File: config.mk
export PLATFORM = sky130hd
export DESIGN_NAME = aarm_queue
export DESIGN_NICKNAME = d
export VERILOG_FILES = /design/src/rtl/axis_angle_rotation_matrix_top_assert.svh /design/src/rtl/aarm_queue.sv
export SDC_FILE = /design/constraint.sdc
export NUM_CORES = 1
export LEC_CHECK = 0
export BUFFER_PORTS_ARGS = -buffer_cell sky130_fd_sc_hd__buf_2
export CORE_ASPECT_RATIO = 1.75
export CORE_MARGIN = 4
export CORE_UTILIZATION = 52
export CTS_CLUSTER_DIAMETER = 100
export DETAILED_ROUTE_END_ITERATION = 8
export PLACE_DENSITY = 0.79
export SLEW_MARGIN = 20
export SYNTH_ARGS = -nofsm -noshare
export SYNTH_HDL_FRONTEND = slang
export SYNTH_SLANG_ARGS = --single-unit
File: constraint.sdc
create_clock -name clk -period 3.8 [get_ports clk]
set_input_delay 0.57 -clock clk [delete_from_list [all_inputs] [get_ports clk]]
set_output_delay 0.57 -clock clk [all_outputs]
set_load 0.05 [all_outputs]
File: src/rtl/axis_angle_rotation_matrix_top_assert.svh
// assertion macros for the rotation matrix rtl
// expects signals named clk and rst_n in the scope of use
`ifndef AXIS_ANGLE_ROTATION_MATRIX_TOP_ASSERT_SVH
`define AXIS_ANGLE_ROTATION_MATRIX_TOP_ASSERT_SVH

// same-cycle implication
`define AARM_ASSERT_SAME(label, ante, cons, msg) \
  label: assert property (@(posedge clk) disable iff (!rst_n) (ante) |-> (cons)) \
    else $error(msg);

// next-cycle implication
`define AARM_ASSERT_NEXT(label, ante, cons, msg) \
  label: assert property (@(posedge clk) disable iff (!rst_n) (ante) |=> (cons)) \
    else $error(msg);

`endif

File: src/rtl/aarm_queue.sv
// two-entry queue between the cordic front and the matrix back end
// no dependencies
`timescale 1ns / 1ps

module aarm_queue #(
  parameter int W = 96
) (
  input  logic         clk,
  input  logic         rst_n,
  input  logic         wr_valid,
  output logic         wr_ready,
  input  logic [W-1:0] wr_data,
  output logic         rd_valid,
  input  logic         rd_ready,
  output logic [W-1:0] rd_data
);

  logic [W-1:0] mem_r [2];
  logic         wr_ptr_r, rd_ptr_r;
  logic [1:0]   cnt_r;
  logic         do_wr, do_rd;

  assign wr_ready = (cnt_r != 2'd2);
  assign rd_valid = (cnt_r != 2'd0);
  assign rd_data  = mem_r[rd_ptr_r];
  assign do_wr    = wr_valid && wr_ready;
  assign do_rd    = rd_valid && rd_ready;

  always_ff @(posedge clk) begin
    if (!rst_n) begin
      wr_ptr_r <= 1'b0;
      rd_ptr_r <= 1'b0;
      cnt_r    <= 2'd0;
    end else begin
      if (do_wr) wr_ptr_r <= !wr_ptr_r;
      if (do_rd) rd_ptr_r <= !rd_ptr_r;
      cnt_r <= cnt_r + 2'(do_wr) - 2'(do_rd);
    end
  end

  always_ff @(posedge clk) begin
    if (do_wr) begin
      mem_r[wr_ptr_r] <= wr_data;
    end
  end

endmodule

# Word level (Yosys, flattened, before mapping)
# Memories as Yosys holds them, arrays and structs flattened. A register that Yosys moved wholly into a read port is not among the register bits.
# Cells that the tools add are included.
# totals
wordCells	16
ram_bits	192
ff_bits	4
n_memories	1
# memory_table
memory	depth	width	rd	rd_ports_with_merged_regs	wr	line	source
mem_r	2	96	1	1	1	aarm_queue.sv:18	logic [W-1:0] mem_r [2];
# classes
eq_ne	1
muxes	4
reduce_logical	5
add_sub_neg	2
# op_table
op	n
1-bit 2-to-1 mux	4
2-bit by 1-bit adder with 2-bit output	1
1-bit logical AND	2
1-bit logical NOT	2
2-bit inequality test, second input constant	1
2-bit nonzero test	1
2-bit by 1-bit subtractor with 2-bit output	1

# Longest topological paths before layout
# depth
ltp_word	4
mapped_depth	6
mapped_depth_nobuf	6

# Worst setup path after synthesis
# Ideal clock, no wire load.
# synth_path
path_type	register to register
startpoint	register cnt_r[0]
endpoint	memory mem_r[1][0] (enable)
path_slack_ns	0.077
setup_ns	0.466
n_path_buf	0
synth_period_minus_slack_ns	3.723
arrival_ns	3.256
path_stages_with_launch	3
required_time_ns	3.334
path_cell_list	dfxtp_1 nand2b_1 and3_1
# synth_between
elab_chain_len	4
# synth_lines
item	line	source
from (decl)	aarm_queue.sv:20	logic [1:0] cnt_r;
from (signal assigned)	aarm_queue.sv:37	cnt_r <= cnt_r + 2'(do_wr) - 2'(do_rd);
2-bit inequality test	aarm_queue.sv:23	assign wr_ready = (cnt_r != 2'd2);
net wr_ready	aarm_queue.sv:11	output logic wr_ready,
1-bit logical AND	aarm_queue.sv:26	assign do_wr = wr_valid && wr_ready;
1-bit 2-to-1 mux	aarm_queue.sv:42	if (do_wr) begin
1-bit 2-to-1 mux (not written as such)	aarm_queue.sv:43	mem_r[wr_ptr_r] <= wr_data;
to (decl)	aarm_queue.sv:18	
# The timed path passes the listed nets, and every way through them passes these cells.

==> flow_summary.toml <==
[placement]
dp_hpwl_mm = 9.56
dpl.cell_count = 697
gp_congestion = 0.771
port_buffers = 197
dp_slack_ns = 1.48

[timing]
fin_crit_sh_pct = 72.0
hold_violations = 0
setup_viol_count_final = 0
maxSlewHeadroom_pct = 46.1
skew_ns = 0.0118
worst_pin_slew_ns = 0.808
slew_viol_final = 0
worst_slack_ns = 1.06
finalCriticalPeriod_ns = 2.74
fin_setup_tns_ns = 0
rsz0062_at_grt = "false"
max_freq_mhz = 366

[clock_tree]
clk_pin_slew_ns = 0.07
cts_resized = 0
cts-buffers-inserted = 17
hold_buffers = 0
cts_max_level = 4
clk_root_buffer_cell = "clkbuf_16"
post_cts_buffers = 0
clock-sinks = 197
cts_tree = "yes"
clk_latency_ns = 0.42
max-clock-path-buffers = 2

[logic_synthesis]
synth_area_sq_um = 7390
ys_ff_latch = 197
yosysWarnings = 0
synth_fp_nets = 430
yosysTopAreaCell = "edfxtp_1"
ys_types = 27
syn_avg_cell_area_sq_um = 22.5
syn_inst = 329
synthTopCellsByArea = "edfxtp_1 (78%), mux2_2 (8.5%), mux2_4 (8.1%)"
yosysSeqAreaShare_pct = 79.4
yosysTopAreaCellShare_pct = 78.0

[finish]
diodes = 0
drive_above_1_share_pct = 61.1
fillCellCount = 970
fin_cells = 729
syn2layout_area_growth_pct = 23.9
nNetsFinal = 640
seq_area_sq_um = 5870
multiInputGateArea_sq_um = 1390

[grt]
overflow = 0
grt_pass1_wl_mm = 21.1
antenna_found_initial = 1
track_usage_pct = 17.0
grt_pass1_vias = 4043
grt_max_degree = 64

[floorplanning]
io_pins = 198
die_h_um = 166
initial_core_util_pct = 53.2
std_cell_rows = 57
coreArea_sq_um = 13900
die_w_um = 98.1
dieArea_sq_um = 16300

[setup_path]
endpoint_kind = "output port"
r2r_setup_slack_ns = 1.61
arrival_ns = 2.17
timing.critical_path.required_ns = 3.23
crit_type = "reg2out"
startpoint_type = "flop"
cp_max_fo = 32

[pwr]
p_sw_mw = 2.25
p_comb_share_pct = 29.7
clkPwrFrac_pct = 28.0
switching_share_pct = 34.7
vdd_drop_max_uv = 515
intPower_mw = 4.23
power_density_nw_per_um2 = 707
p_leak_nw = 3.51
power_mw = 6.48
power_frac_seq_pct = 42.3

[route]
drt-met1-wl_mm = 4.61
num_vias = 3657
postRouteAntennaNets = 0
top_layer_used = "met5"
drt_iter0_drc = 116
drcViolationCount = 0
avgRoutedWirePerCell_um = 18.8
drt_pass1_iterations = 4
wl_met3_um = 689
wl_met2_mm = 8.12
wirelength_mm = 13.7
via_per_inst = 5.02

[min_path]
hp-class = "in2reg"

[run]
drv_cap = 0

[status]
outcome = "finished clean"
## metal layers
| layer | GRT usage (%) | vias to the layer above |
|---|---|---|
| li1 | - | 1725 |
| met4 | 6.00 | 2 |
| met2 | 33.1 | 126 |
| met3 | 4.50 | 22 |
| met1 | 16.8 | 1782 |
| met5 | 0 | - |
## cell usage in the layout, fill, tap and decap left out, drive strengths merged, types with 2 or more instances in the layout
cell type and count:
o21ai 2, and3 2, clkinv 5, clkbuf 17, edfxtp 192, inv 10
dfxtp 5, mux2 96, buf 202, nor2 4, bufinv 2
## final timing paths
path,start,to,cells after the start
setup / recovery,flop,rd_data[18],3
hold / removal,wr_data[45],mem_r[1][45],1
hold reg to reg,rd_ptr_r,flop,2
setup reg to reg,cnt_r[0],mem_r[0][42],4
## registers in the layout, indices dropped and copies added, names as in the netlist, named ones only
register,cells
mem_r,192
cnt_r,2
rd_ptr_r,1
wr_ptr_r,1
## critical path, stage by stage (launching register included)
cell	delay, ns
dfxtp_4	0.68
buf_4	0.42
mux2_2	0.39
buf_2	0.22
## power groups by stage
stage / combinational [mW] / clock, mW / sequential [mW]
after CTS: 1.94 / 1.85 / 2.75
after global placement: 1.91 / 0 / 2.78
after floorplan: 1.65 / 0 / 2.74
after global routing: 2.00 / 1.96 / 2.76
final: 1.92 / 1.81 / 2.74
after detailed placement: 1.94 / 0 / 2.79
## cells by family after synthesis
group | count (synthesis) | share of synthesized area, %
AOI/OAI and AO/OA | 6 | 0.592
xor gates and xnor gates | 1 | 0.119
adders and majority gates | 1 | 0.169
buffers and inverters | 13 | 1.88
DFF | 197 | 79.4
muxes | 96 | 16.7
and+or+nand+nor | 15 | 1.24
## through the flow
step	instance area, sq um	utilization, %	hold slack [ns]
6_report	9160	65.9	0.337
5_1_grt	9160	65.9	0.312
2_1_floorplan	7390	-	0.472
3_5_place_dp	8540	61.4	0.504
4_1_cts	9160	65.9	0.320
3_3_place_gp	8540	61.4	0.488
## synth_stat cells
master and number:
nor2_1 4, nand3b_1 1, mux2_2 56, buf_6 1
a21bo_2 1, nor3_2 1, buf_12 4, mux2_4 40
xor2_1 1, o21ai_0 2, and3_1 2, o31a_1 1
buf_8 1, nand2b_1 1, nor4_1 1, ha_1 1
edfxtp_1 192, inv_1 2, buf_2 5, o21ba_2 1
nand3_1 1, or2_2 1, a21oi_1 1, nor2b_1 1
and2_1 1, dfxtp_1 5, nor4bb_1 1
## area by class of cell
type | count | area share (%)
clock buffers | 17 | 4.64
well taps | 177 | 2.42
inverters | 2 | 0.109
repair buffers | 202 | 11.4
clock inverters | 15 | 2.09
flip-flops and latches | 197 | 64.1
multi-input cells | 119 | 15.2
Power figures use the tool's default switching activity.
