File: config.mk
export PLATFORM = sky130hd
export DESIGN_NAME = aarm_back
export DESIGN_NICKNAME = d
export VERILOG_FILES = /design/src/rtl/aarm_pkg.sv /design/src/rtl/aarm_back.sv
export VERILOG_INCLUDE_DIRS = /design/src /design/src/rtl
export SDC_FILE = /design/constraint.sdc
export NUM_CORES = 2
export LEC_CHECK = 0
export BUFFER_PORTS_ARGS = -buffer_cell sky130_fd_sc_hd__buf_2
export CELL_PAD_IN_SITES_DETAIL_PLACEMENT = 1
export CELL_PAD_IN_SITES_GLOBAL_PLACEMENT = 2
export CORE_MARGIN = 2
export CORE_UTILIZATION = 28
export CTS_BUF_LIST = sky130_fd_sc_hd__clkbuf_4 sky130_fd_sc_hd__clkbuf_8
export DETAILED_ROUTE_END_ITERATION = 10
export MAX_ROUTING_LAYER = met4
export PLACE_DENSITY = 0.68
export SETUP_SLACK_MARGIN = 0.1
export SLEW_MARGIN = 10
export SYNTH_ARGS = -nofsm -noshare
export SYNTH_HDL_FRONTEND = slang
export SYNTH_SLANG_ARGS = --single-unit
export TNS_END_PERCENT = 30
File: constraint.sdc
create_clock -name clk -period 8.4 [get_ports clk]
set_clock_uncertainty 0.1 [all_clocks]
set_input_delay 0.84 -clock clk [delete_from_list [all_inputs] [get_ports clk]]
set_output_delay 0.84 -clock clk [all_outputs]
set_load 0.01 [all_outputs]
File: src/rtl/axis_angle_rotation_matrix_top_assert.svh
// assertion macros for the rotation matrix rtl
// expects signals named clk and rst_n in the scope of use
`ifndef AXIS_ANGLE_ROTATION_MATRIX_TOP_ASSERT_SVH
`define AXIS_ANGLE_ROTATION_MATRIX_TOP_ASSERT_SVH

// same-cycle implication
`define AARM_ASSERT_SAME(label, ante, cons, msg) \
  label: assert property (@(posedge clk) disable iff (!rst_n) (ante) |-> (cons)) \
    else $error(msg);

// next-cycle implication
`define AARM_ASSERT_NEXT(label, ante, cons, msg) \
  label: assert property (@(posedge clk) disable iff (!rst_n) (ante) |=> (cons)) \
    else $error(msg);

`endif

File: src/rtl/aarm_pkg.sv
// shared types, constants and tables for the rotation matrix block
// no dependencies
`timescale 1ns / 1ps

package aarm_pkg;

  localparam int TURN_UNITS    = 23040;
  localparam int HALF_UNITS    = 11520;
  localparam int QUARTER_UNITS = 5760;

  // pi in q30 split as HALF_UNITS * PI_Q0 + PI_R0
  localparam int PI_Q0 = 292817;
  localparam int PI_R0 = 7586;

  // reciprocal of HALF_UNITS for the remainder part
  localparam int      DIV_SHIFT = 40;
  localparam longint  DIV_RECIP = (64'd1 << DIV_SHIFT) / HALF_UNITS;

  localparam logic [31:0] GAIN_Q30 = 32'h26DD3B6A;

  typedef enum logic [2:0] {
    EK_DIAG  = 3'd0,
    EK_PLUS  = 3'd1,
    EK_MINUS = 3'd2,
    EK_ZERO  = 3'd3,
    EK_ONE   = 3'd4
  } entry_kind_t;

  typedef enum logic [1:0] {
    AX_X = 2'd0,
    AX_Y = 2'd1,
    AX_Z = 2'd2
  } axis_sel_t;

  typedef struct packed {
    entry_kind_t kind;
    axis_sel_t   u;
    axis_sel_t   v;
    axis_sel_t   w;
  } entry_desc_t;

  function automatic logic [31:0] atan_q30(input logic [4:0] i);
    logic [31:0] r;
    case (i)
      5'd0:    r = 32'h3243F6A8;
      5'd1:    r = 32'h1DAC6705;
      5'd2:    r = 32'h0FADBAFC;
      5'd3:    r = 32'h07F56EA6;
      5'd4:    r = 32'h03FEAB76;
      5'd5:    r = 32'h01FFD55B;
      5'd6:    r = 32'h00FFFAAA;
      5'd7:    r = 32'h007FFF55;
      5'd8:    r = 32'h003FFFEA;
      5'd9:    r = 32'h001FFFFD;
      5'd10:   r = 32'h000FFFFF;
      5'd11:   r = 32'h0007FFFF;
      5'd12:   r = 32'h0003FFFF;
      5'd13:   r = 32'h0001FFFF;
      5'd14:   r = 32'h0000FFFF;
      5'd15:   r = 32'h00007FFF;
      5'd16:   r = 32'h00003FFF;
      5'd17:   r = 32'h00001FFF;
      5'd18:   r = 32'h00000FFF;
      5'd19:   r = 32'h000007FF;
      5'd20:   r = 32'h000003FF;
      5'd21:   r = 32'h000001FF;
      5'd22:   r = 32'h000000FF;
      5'd23:   r = 32'h0000007F;
      default: r = 32'h0;
    endcase
    return r;
  endfunction

  // what each matrix entry is built from: t*u*v plus c, or plus/minus s*w, or a constant zero or one
  function automatic entry_desc_t entry_desc(input logic [3:0] k);
    entry_desc_t d;
    d = '{kind: EK_ZERO, u: AX_X, v: AX_X, w: AX_X};
    case (k)
      4'd0:    d = '{kind: EK_DIAG,  u: AX_X, v: AX_X, w: AX_X};
      4'd1:    d = '{kind: EK_MINUS, u: AX_X, v: AX_Y, w: AX_Z};
      4'd2:    d = '{kind: EK_PLUS,  u: AX_X, v: AX_Z, w: AX_Y};
      4'd4:    d = '{kind: EK_PLUS,  u: AX_X, v: AX_Y, w: AX_Z};
      4'd5:    d = '{kind: EK_DIAG,  u: AX_Y, v: AX_Y, w: AX_X};
      4'd6:    d = '{kind: EK_MINUS, u: AX_Y, v: AX_Z, w: AX_X};
      4'd8:    d = '{kind: EK_MINUS, u: AX_X, v: AX_Z, w: AX_Y};
      4'd9:    d = '{kind: EK_PLUS,  u: AX_Y, v: AX_Z, w: AX_X};
      4'd10:   d = '{kind: EK_DIAG,  u: AX_Z, v: AX_Z, w: AX_X};
      4'd15:   d = '{kind: EK_ONE,   u: AX_X, v: AX_X, w: AX_X};
      default: d = '{kind: EK_ZERO,  u: AX_X, v: AX_X, w: AX_X};
    endcase
    return d;
  endfunction

endpackage

File: src/rtl/aarm_back.sv
// back end: walks the sixteen matrix entries through a three-stage datapath
// depends on aarm_pkg and the assertion macro header
`timescale 1ns / 1ps
`include "axis_angle_rotation_matrix_top_assert.svh"

module aarm_back import aarm_pkg::*; #(
  parameter int FRAC = 14,
  parameter int CW   = FRAC + 2,
  parameter int TW   = FRAC + 3
) (
  input  logic                 clk,
  input  logic                 rst_n,
  input  logic                 q_valid,
  output logic                 q_ready,
  input  logic [47:0]          q_axes,
  input  logic signed [CW-1:0] q_c,
  input  logic signed [CW-1:0] q_s,
  input  logic signed [TW-1:0] q_t,
  output logic                 out_tvalid,
  input  logic                 out_tready,
  output logic [3:0]           out_index,
  output logic signed [16:0]   out_value,
  output logic                 out_last
);

  localparam int EW = FRAC + 34;
  localparam logic signed [EW-1:0] RND_E = EW'(1) <<< (FRAC + 13);

  logic en, issue;
  logic [3:0] k_r;
  entry_desc_t d;
  logic signed [15:0] ax, ay, az, u, v, w;
  logic signed [TW+15:0] tu_nxt;
  logic signed [CW+15:0] sw_nxt;

  assign en    = !out_tvalid || out_tready;
  assign issue = q_valid && en;
  assign q_ready = en && (k_r == 4'd15);

  function automatic logic signed [15:0] pick(input axis_sel_t sel,
      input logic signed [15:0] px, input logic signed [15:0] py,
      input logic signed [15:0] pz);
    logic signed [15:0] r;
    case (sel)
      AX_X:    r = px;
      AX_Y:    r = py;
      AX_Z:    r = pz;
      default: r = px;
    endcase
    return r;
  endfunction

  always_comb begin
    ax = q_axes[15:0];
    ay = q_axes[31:16];
    az = q_axes[47:32];
    d  = entry_desc(k_r);
    u  = pick(d.u, ax, ay, az);
    v  = pick(d.v, ax, ay, az);
    w  = pick(d.w, ax, ay, az);
    tu_nxt = q_t * u;
    sw_nxt = q_s * w;
  end

  // stage 1: t*u and s*w
  logic                  vld1_r;
  logic [3:0]            k1_r;
  entry_kind_t           kind1_r;
  logic signed [TW+15:0] tu1_r;
  logic signed [CW+15:0] sw1_r;
  logic signed [CW-1:0]  c1_r;
  logic signed [15:0]    v1_r;

  // stage 2: exact entry value
  logic                  vld2_r;
  logic [3:0]            k2_r;
  entry_kind_t           kind2_r;
  logic signed [EW-1:0]  e2_r;

  logic signed [EW-1:0] tuv, c_e, sw_e, e_nxt, rnd, q;
  logic signed [16:0]   val_nxt;

  always_comb begin
    tuv  = tu1_r * v1_r;
    c_e  = EW'(c1_r);
    sw_e = EW'(sw1_r);
    case (kind1_r)
      EK_DIAG:  e_nxt = tuv + (c_e <<< 28);
      EK_PLUS:  e_nxt = tuv + (sw_e <<< 14);
      EK_MINUS: e_nxt = tuv - (sw_e <<< 14);
      default:  e_nxt = '0;
    endcase
    rnd = e2_r + RND_E;
    q   = rnd >>> (FRAC + 14);
    if (q > 65535) begin
      val_nxt = 17'sd65535;
    end else if (q < -65536) begin
      val_nxt = -17'sd65536;
    end else begin
      val_nxt = 17'(q);
    end
    case (kind2_r)
      EK_ZERO: val_nxt = '0;
      EK_ONE:  val_nxt = 17'sd16384;
      default: ;
    endcase
  end

  always_ff @(posedge clk) begin
    if (!rst_n) begin
      k_r        <= 4'd0;
      vld1_r     <= 1'b0;
      vld2_r     <= 1'b0;
      out_tvalid <= 1'b0;
    end else if (en) begin
      if (issue) k_r <= k_r + 4'd1;
      vld1_r     <= issue;
      vld2_r     <= vld1_r;
      out_tvalid <= vld2_r;
    end
  end

  always_ff @(posedge clk) begin
    if (en) begin
      k1_r      <= k_r;
      kind1_r   <= d.kind;
      tu1_r     <= tu_nxt;
      sw1_r     <= sw_nxt;
      c1_r      <= q_c;
      v1_r      <= v;
      k2_r      <= k1_r;
      kind2_r   <= kind1_r;
      e2_r      <= e_nxt;
      out_index <= k2_r;
      out_value <= val_nxt;
      out_last  <= (k2_r == 4'd15);
    end
  end

  `AARM_ASSERT_NEXT(a_idx_after_last, out_tvalid && out_tready && out_last,
    !out_tvalid || out_index == 4'd0, "entry after the last one is not entry 0")
  `AARM_ASSERT_NEXT(a_idx_step, out_tvalid && out_tready && !out_last,
    !out_tvalid || out_index == $past(out_index) + 4'd1, "entry index skipped")
  `AARM_ASSERT_SAME(a_stage_order, vld2_r && out_tvalid,
    k2_r == out_index + 4'd1, "pipeline stages out of order")

endmodule

* After elaboration in Yosys (flattened, before gate mapping) *
Memories as Yosys holds them, arrays and structs flattened. A register that Yosys moved wholly into a read port is not among the register bits.
Cells that the tools add are included.

storage, ports and cells
  memories kept = 1
  bits in registers = 188
  output and inout bits = 24
  bits in writable memories = 0
  word-level logic and storage cells = 54
  memory bits (read-only) = 144
  latch bits = 0

memory list
  memory            words  bits a word  read ports  clocked after Yosys merged registers in  wr ports  RTL line        RTL
  (name not given)  16     9            1           1                                        0         aarm_pkg.sv:78  case (k)

cells by class
  div/mod/pow operators = 0
  order comparisons = 2
  bitwise operators = 0
  $add $sub $neg = 5
  reductions and logical operators = 6
  multiplexer cells = 9
  eq/ne operators = 12
  shift operators = 0
  multiply operators = 3

operator list
  operator                  count
  $pmux W48 S3              1
  $pmux W16 S2              3
  $add A48 B29 Y48 const B  1
  $add A48 B44 Y48          1
  $add A48 B46 Y48          1
  $mul A33 B16 Y48          1
  $sub A48 B46 Y48          1
  $mux W17                  2
  $pmux W17 S2              1
  $mul A17 B16 Y33          1
  $mul A16 B16 Y32          1
  $gt A20 B17 Y1 const B    1
  $lt A20 B17 Y1 const B    1
  $eq A4 B4 Y1 const B      2
  $mux W4                   2
  $eq A2 B1 Y1 const B      3
  $eq A2 B2 Y1 const B      3
  $eq A3 B2 Y1 const B      2
  $add A4 B1 Y4 const B     1
  $eq A3 B1 Y1 const B      1
  $eq A3 B3 Y1 const B      1
  $logic_not A3 Y1          1
  $logic_and A1 B1 Y1       2
  $reduce_and A2 Y1         1
  other kinds (2)           2

* Logic depth before layout (Yosys ltp) *
  depth in word-level cells = 6
  gate-level depth with buffers = 41

* Worst setup path after synthesis *
Ideal clock, no wire load.

  kind = register to register
  start point = register tu1_r[11]
  end point = register e2_r[46] (data pin)
  arrival = 8.644 ns
  buffers on the path = 1
  stages on the path, launching flop included = 39
  data required time = 8.026 ns
  setup slack = -0.618 ns
  period minus slack after synthesis = 9.018 ns
  library setup time = 0.274 ns
  cell sequence = edfxtp_1 clkbuf_1 nand2_1 fa_1 fa_1 inv_1 fa_1 inv_1 fa_1 fa_1 fa_1 inv_1 ha_1 a211oi_1 o211ai_2 a21oi_1 o22ai_1 a21oi_1 [3 not listed] o21ai_0 nand2b_1 a21oi_1 xnor2_1 ha_1 a21o_1 a21oi_1 nor2b_1 o21ai_0 nand2b_1 a21oi_1 o21a_1 o32ai_1 o311a_1 or4_1 a31oi_1 xor2_1 o22ai_1

between the ends
  longest elaborated chain between the ends = 3
  elaborated cells between the ends (all ways) = 5
  those cells by class = add/sub: 3; mul: 1; mux: 1

ends and longest elaborated chain
  item                                            RTL line          RTL
  start: declaration                              aarm_back.sv:69   logic signed [TW+15:0] tu1_r;
  start signal: assignment                        aarm_back.sv:127  tu1_r <= tu_nxt;
  $mul A33 B16 Y48 (*)                            aarm_back.sv:84   tuv = tu1_r * v1_r;
  $sub A48 B46 Y48, or another cell as far along  aarm_back.sv:90   EK_MINUS: e_nxt = tuv - (sw_e <<< 14);
  $pmux W48 S3 (*)                                aarm_back.sv:87   case (kind1_r)
  named net e_nxt[46]                             aarm_back.sv:80   logic signed [EW-1:0] tuv, c_e, sw_e, e_nxt, rnd, q;
  end signal: assignment                          aarm_back.sv:133  e2_r <= e_nxt;
  end: declaration                                aarm_back.sv:78   logic signed [EW-1:0] e2_r;

Mark *: on every way through the listed nets, which the timed path passes. The rest lies on a longest branch.
A chain may end at the register's enable or synchronous reset.

* Worst setup path in the final report *
  start point = register v1_r[4]
  end point = register e2_r[46] (data pin)

between the ends
  longest elaborated chain between the ends = 3
  elaborated cells between the ends (all ways) = 5
  those cells by class = add/sub: 3; mul: 1; mux: 1

ends and longest elaborated chain
  item                                            RTL line          RTL
  start: declaration                              aarm_back.sv:72   logic signed [15:0] v1_r;
  start signal: assignment                        aarm_back.sv:130  v1_r <= v;
  $mul A33 B16 Y48 (*)                            aarm_back.sv:84
  $sub A48 B46 Y48, or another cell as far along  aarm_back.sv:90
  $pmux W48 S3 (*)                                aarm_back.sv:87
  named net e_nxt[46]                             aarm_back.sv:80

Marked as above.

==> run metrics <==
CTS tree=built; Max Buffers Root-to-Sink=2; Final Instance Area=~55000 um^2; CTS sink cnt=170; setup slack after layout=-0.823 ns; final setup fails=14; max incr delay on CP=0.56 ns; via count=34800; ys async rst share=0; Crit Path Class=reg -> reg; initial antenna violation count=6; type of origin of the critical path=flop; area delta synth->final=16.8%; Die Ht=between 400 and 500 um; clk root buf=clkbuf_8; Layout Nets=6925; final cell count without fillers=7671; Final Hold Viols=0; WL/cell=about 18 um; Overflow after GRT=0; Placed Area=53300 um^2; DP HPWL=121000 um; Die W=413 um; Cell variety after synth=75; Max Clk Rate=between 100 and 150 MHz; synthesized area=46900 um^2; RSZ-0062 raised after global routing=true; CP Capture Type=flop; Hold WC Path Type=in -> reg; Critical-path top delay cell=fa_2; period utilization=1.10; antenna-violating nets left=0; top post-synthesis cells by area=fa_1, edfxtp_1, inv_1, ha_1, nand2_1; CP max FO=7; register area share after synthesis=0.105; Synth warnings=0; Min Hold Slack=0.291 ns; largest net degree at the start of global routing=67; area fraction of the dominant cell type after synthesis=0.440; Ports=about 130; min Tclk post-route=9.22 ns; Post-Synthesis Cells=around 5000; run status=finished, violations left; Final GP Congestion=between 0.8 and 0.9; syn avg cell area=9.37 um^2; failing checks=setup timing; CP arrival=~9.5 ns; Slew Viols, Final=0; worst skew pair latency=0.62 ns; core area=167000 um^2; Synth area leader=fa_1; gr usage total=0.173; vias in the first global route=38900; final wirelength=140000 um; Slew headroom=0.170; synth cell count leaders=inv_1, fa_1, nand2_1; Fill cells=19200; Port Buffers=124; EDFF count, synth=154; initial core utilization=0.281; Worst-path clk slew=0.14 ns; Critical Path RT=around 8.6 ns; die area=171000 um^2; Yosys reg bits=between 150 and 200; First-pass DRT Iterations=5; Post-Syn Nets=6481; TritonCTS Buffers=17; worst setup slack after placement=-0.936 ns; # hold bufs at CTS=0; ys flop type=edfxtp_1; CP dominant cell by count=fa_1; Via density=4.53; Buf/Inv on CP=6; global-route wire length before repair=between 200000 and 250000 um; Largest delay share family, worst path=adder cells; Core Rows=150; H-Tree Depth=4; DR iter-0 viols=1371; Max Cap Viol=0; # DRC=0; share of cells above drive strength 1=0.148; Placed Instances=7595; Worst Max-Slew Pin Slew=1.23 ns; count leader, synth=inv_1
cells in the final DEF, fill, tap and decap left out, types with 9 or more instances in the layout:
master / n
buf_6: 13
and2_4: 11
o21a_1: 23
o21ai_1: 33
nor2b_1: 140
or3_1: 15
nor3_1: 31
fa_2: 12
nor2_1: 115
buf_12: 31
a21oi_1: 92
dfxtp_1: 16
a21o_1: 45
o21ai_0: 78
nand4_1: 15
clkbuf_8: 17
or2_2: 39
buf_2: 124
o21bai_1: 19
a21oi_2: 18
ha_4: 12
xnor2_1: 128
fa_1: 1020
o22ai_1: 14
nand2_1: 686
a22oi_1: 51
ha_1: 325
edfxtp_1: 154
nand2b_1: 42
a211oi_1: 13
nand3_1: 29
xor2_1: 68
inv_2: 14
and2_1: 271
inv_1: 1129
buf_4: 435
o21ai_2: 9
a31oi_1: 10
and3_1: 17
worst reg2reg max path, delay by kind of cell, from the launching register on:
family                   cells  cell delay (ns)
AO/OA/AOI/OAI               15             3.03
XOR/XNOR                     2             0.23
adder cells (fa/ha/maj)      8             3.64
buffers and inverters        6             0.54
flip-flops                   1             0.47
AND/OR/NAND/NOR              4             0.92
what timing repair did:
| action | CTS | global route |
|---|---|---|
| pin swaps | 53 | 74 |
| resized for setup | 73 | 74 |
| setup endpoints to repair | 19 | 29 |
| gates cloned | 1 | 0 |
| buffers inserted | 22 | 19 |
state kept, by name, indices dropped and copies added (netlist names):
name and flops:
k_r 4, out_last 1, d 9, out_value 17
tu1_r 33, out_tvalid 1, k1_r 4, sw1_r 32
v1_r 16, kind1_r 3, vld2_r 1, k2_r 4
out_index 4, c1_r 16, kind2_r 3, e2_r 21
vld1_r 1
path summary, 6_finish.rpt:
check                                             to  depth (start not counted)  slack [ns]               from
worst max-delay path              e2_r[46]$_DFFE_PN_                         35       -0.82  v1_r[4]$_DFFE_PN_
worst min-delay path               c1_r[1]$_DFFE_PN_                          1        0.29             q_c[1]
worst max register to register    e2_r[46]$_DFFE_PN_                         35       -0.82  v1_r[4]$_DFFE_PN_
worst min register to register  kind1_r[1]$_DFFE_PN_                          0        0.32       d[7]$_DFF_P_
layout make-up:
cell class                      instances  area [um^2]  area share
Multi-Input combinational cell       3515        37700       0.688
Sequential cell                       170         4940      0.0902
Timing Repair Buffer                  604         4680      0.0854
Inverter                             1144         4300      0.0784
Tap cell                             2204         2760      0.0503
Clock buffer                           17          234     0.00427
Clock inverter                         15          204     0.00372
Antenna cell                            2         5.00   0.0000913
cells by family (layout without fill, tap and decap cells):
family | count (synthesis) | in the layout | synth area share
AND/OR/NAND/NOR | 1438 | 1438 | 0.148
XOR/XNOR | 206 | 206 | 0.0385
adder cells (fa/ha/maj) | 1372 | 1372 | 0.531
AO/OA/AOI/OAI | 493 | 493 | 0.0694
other | 0 | 2 | 0
buffers and inverters | 1323 | 1780 | 0.106
multiplexers | 6 | 6 | 0.00181
flip-flops | 170 | 170 | 0.105
layer usage:
layer	global-route usage	up-vias	wire (um)
met1	0.223	18200	62900
met5	-	-	0
li1	-	16000	-
met2	0.294	450	70500
met3	0.0161	113	3690
met4	0.0394	0	3030
stage by stage:
stage | setup TNS, ns | util
floorplan | -0.461 | -
global placement | -6.90 | 0.320
detailed placement | -8.30 | 0.320
CTS | -7.05 | 0.325
global route | -11.06 | 0.328
finish | -6.16 | 0.328
Power is left out: the tool's default activity adds up to more than one toggle a clock period on the data nets, which glitch-free logic cannot reach.
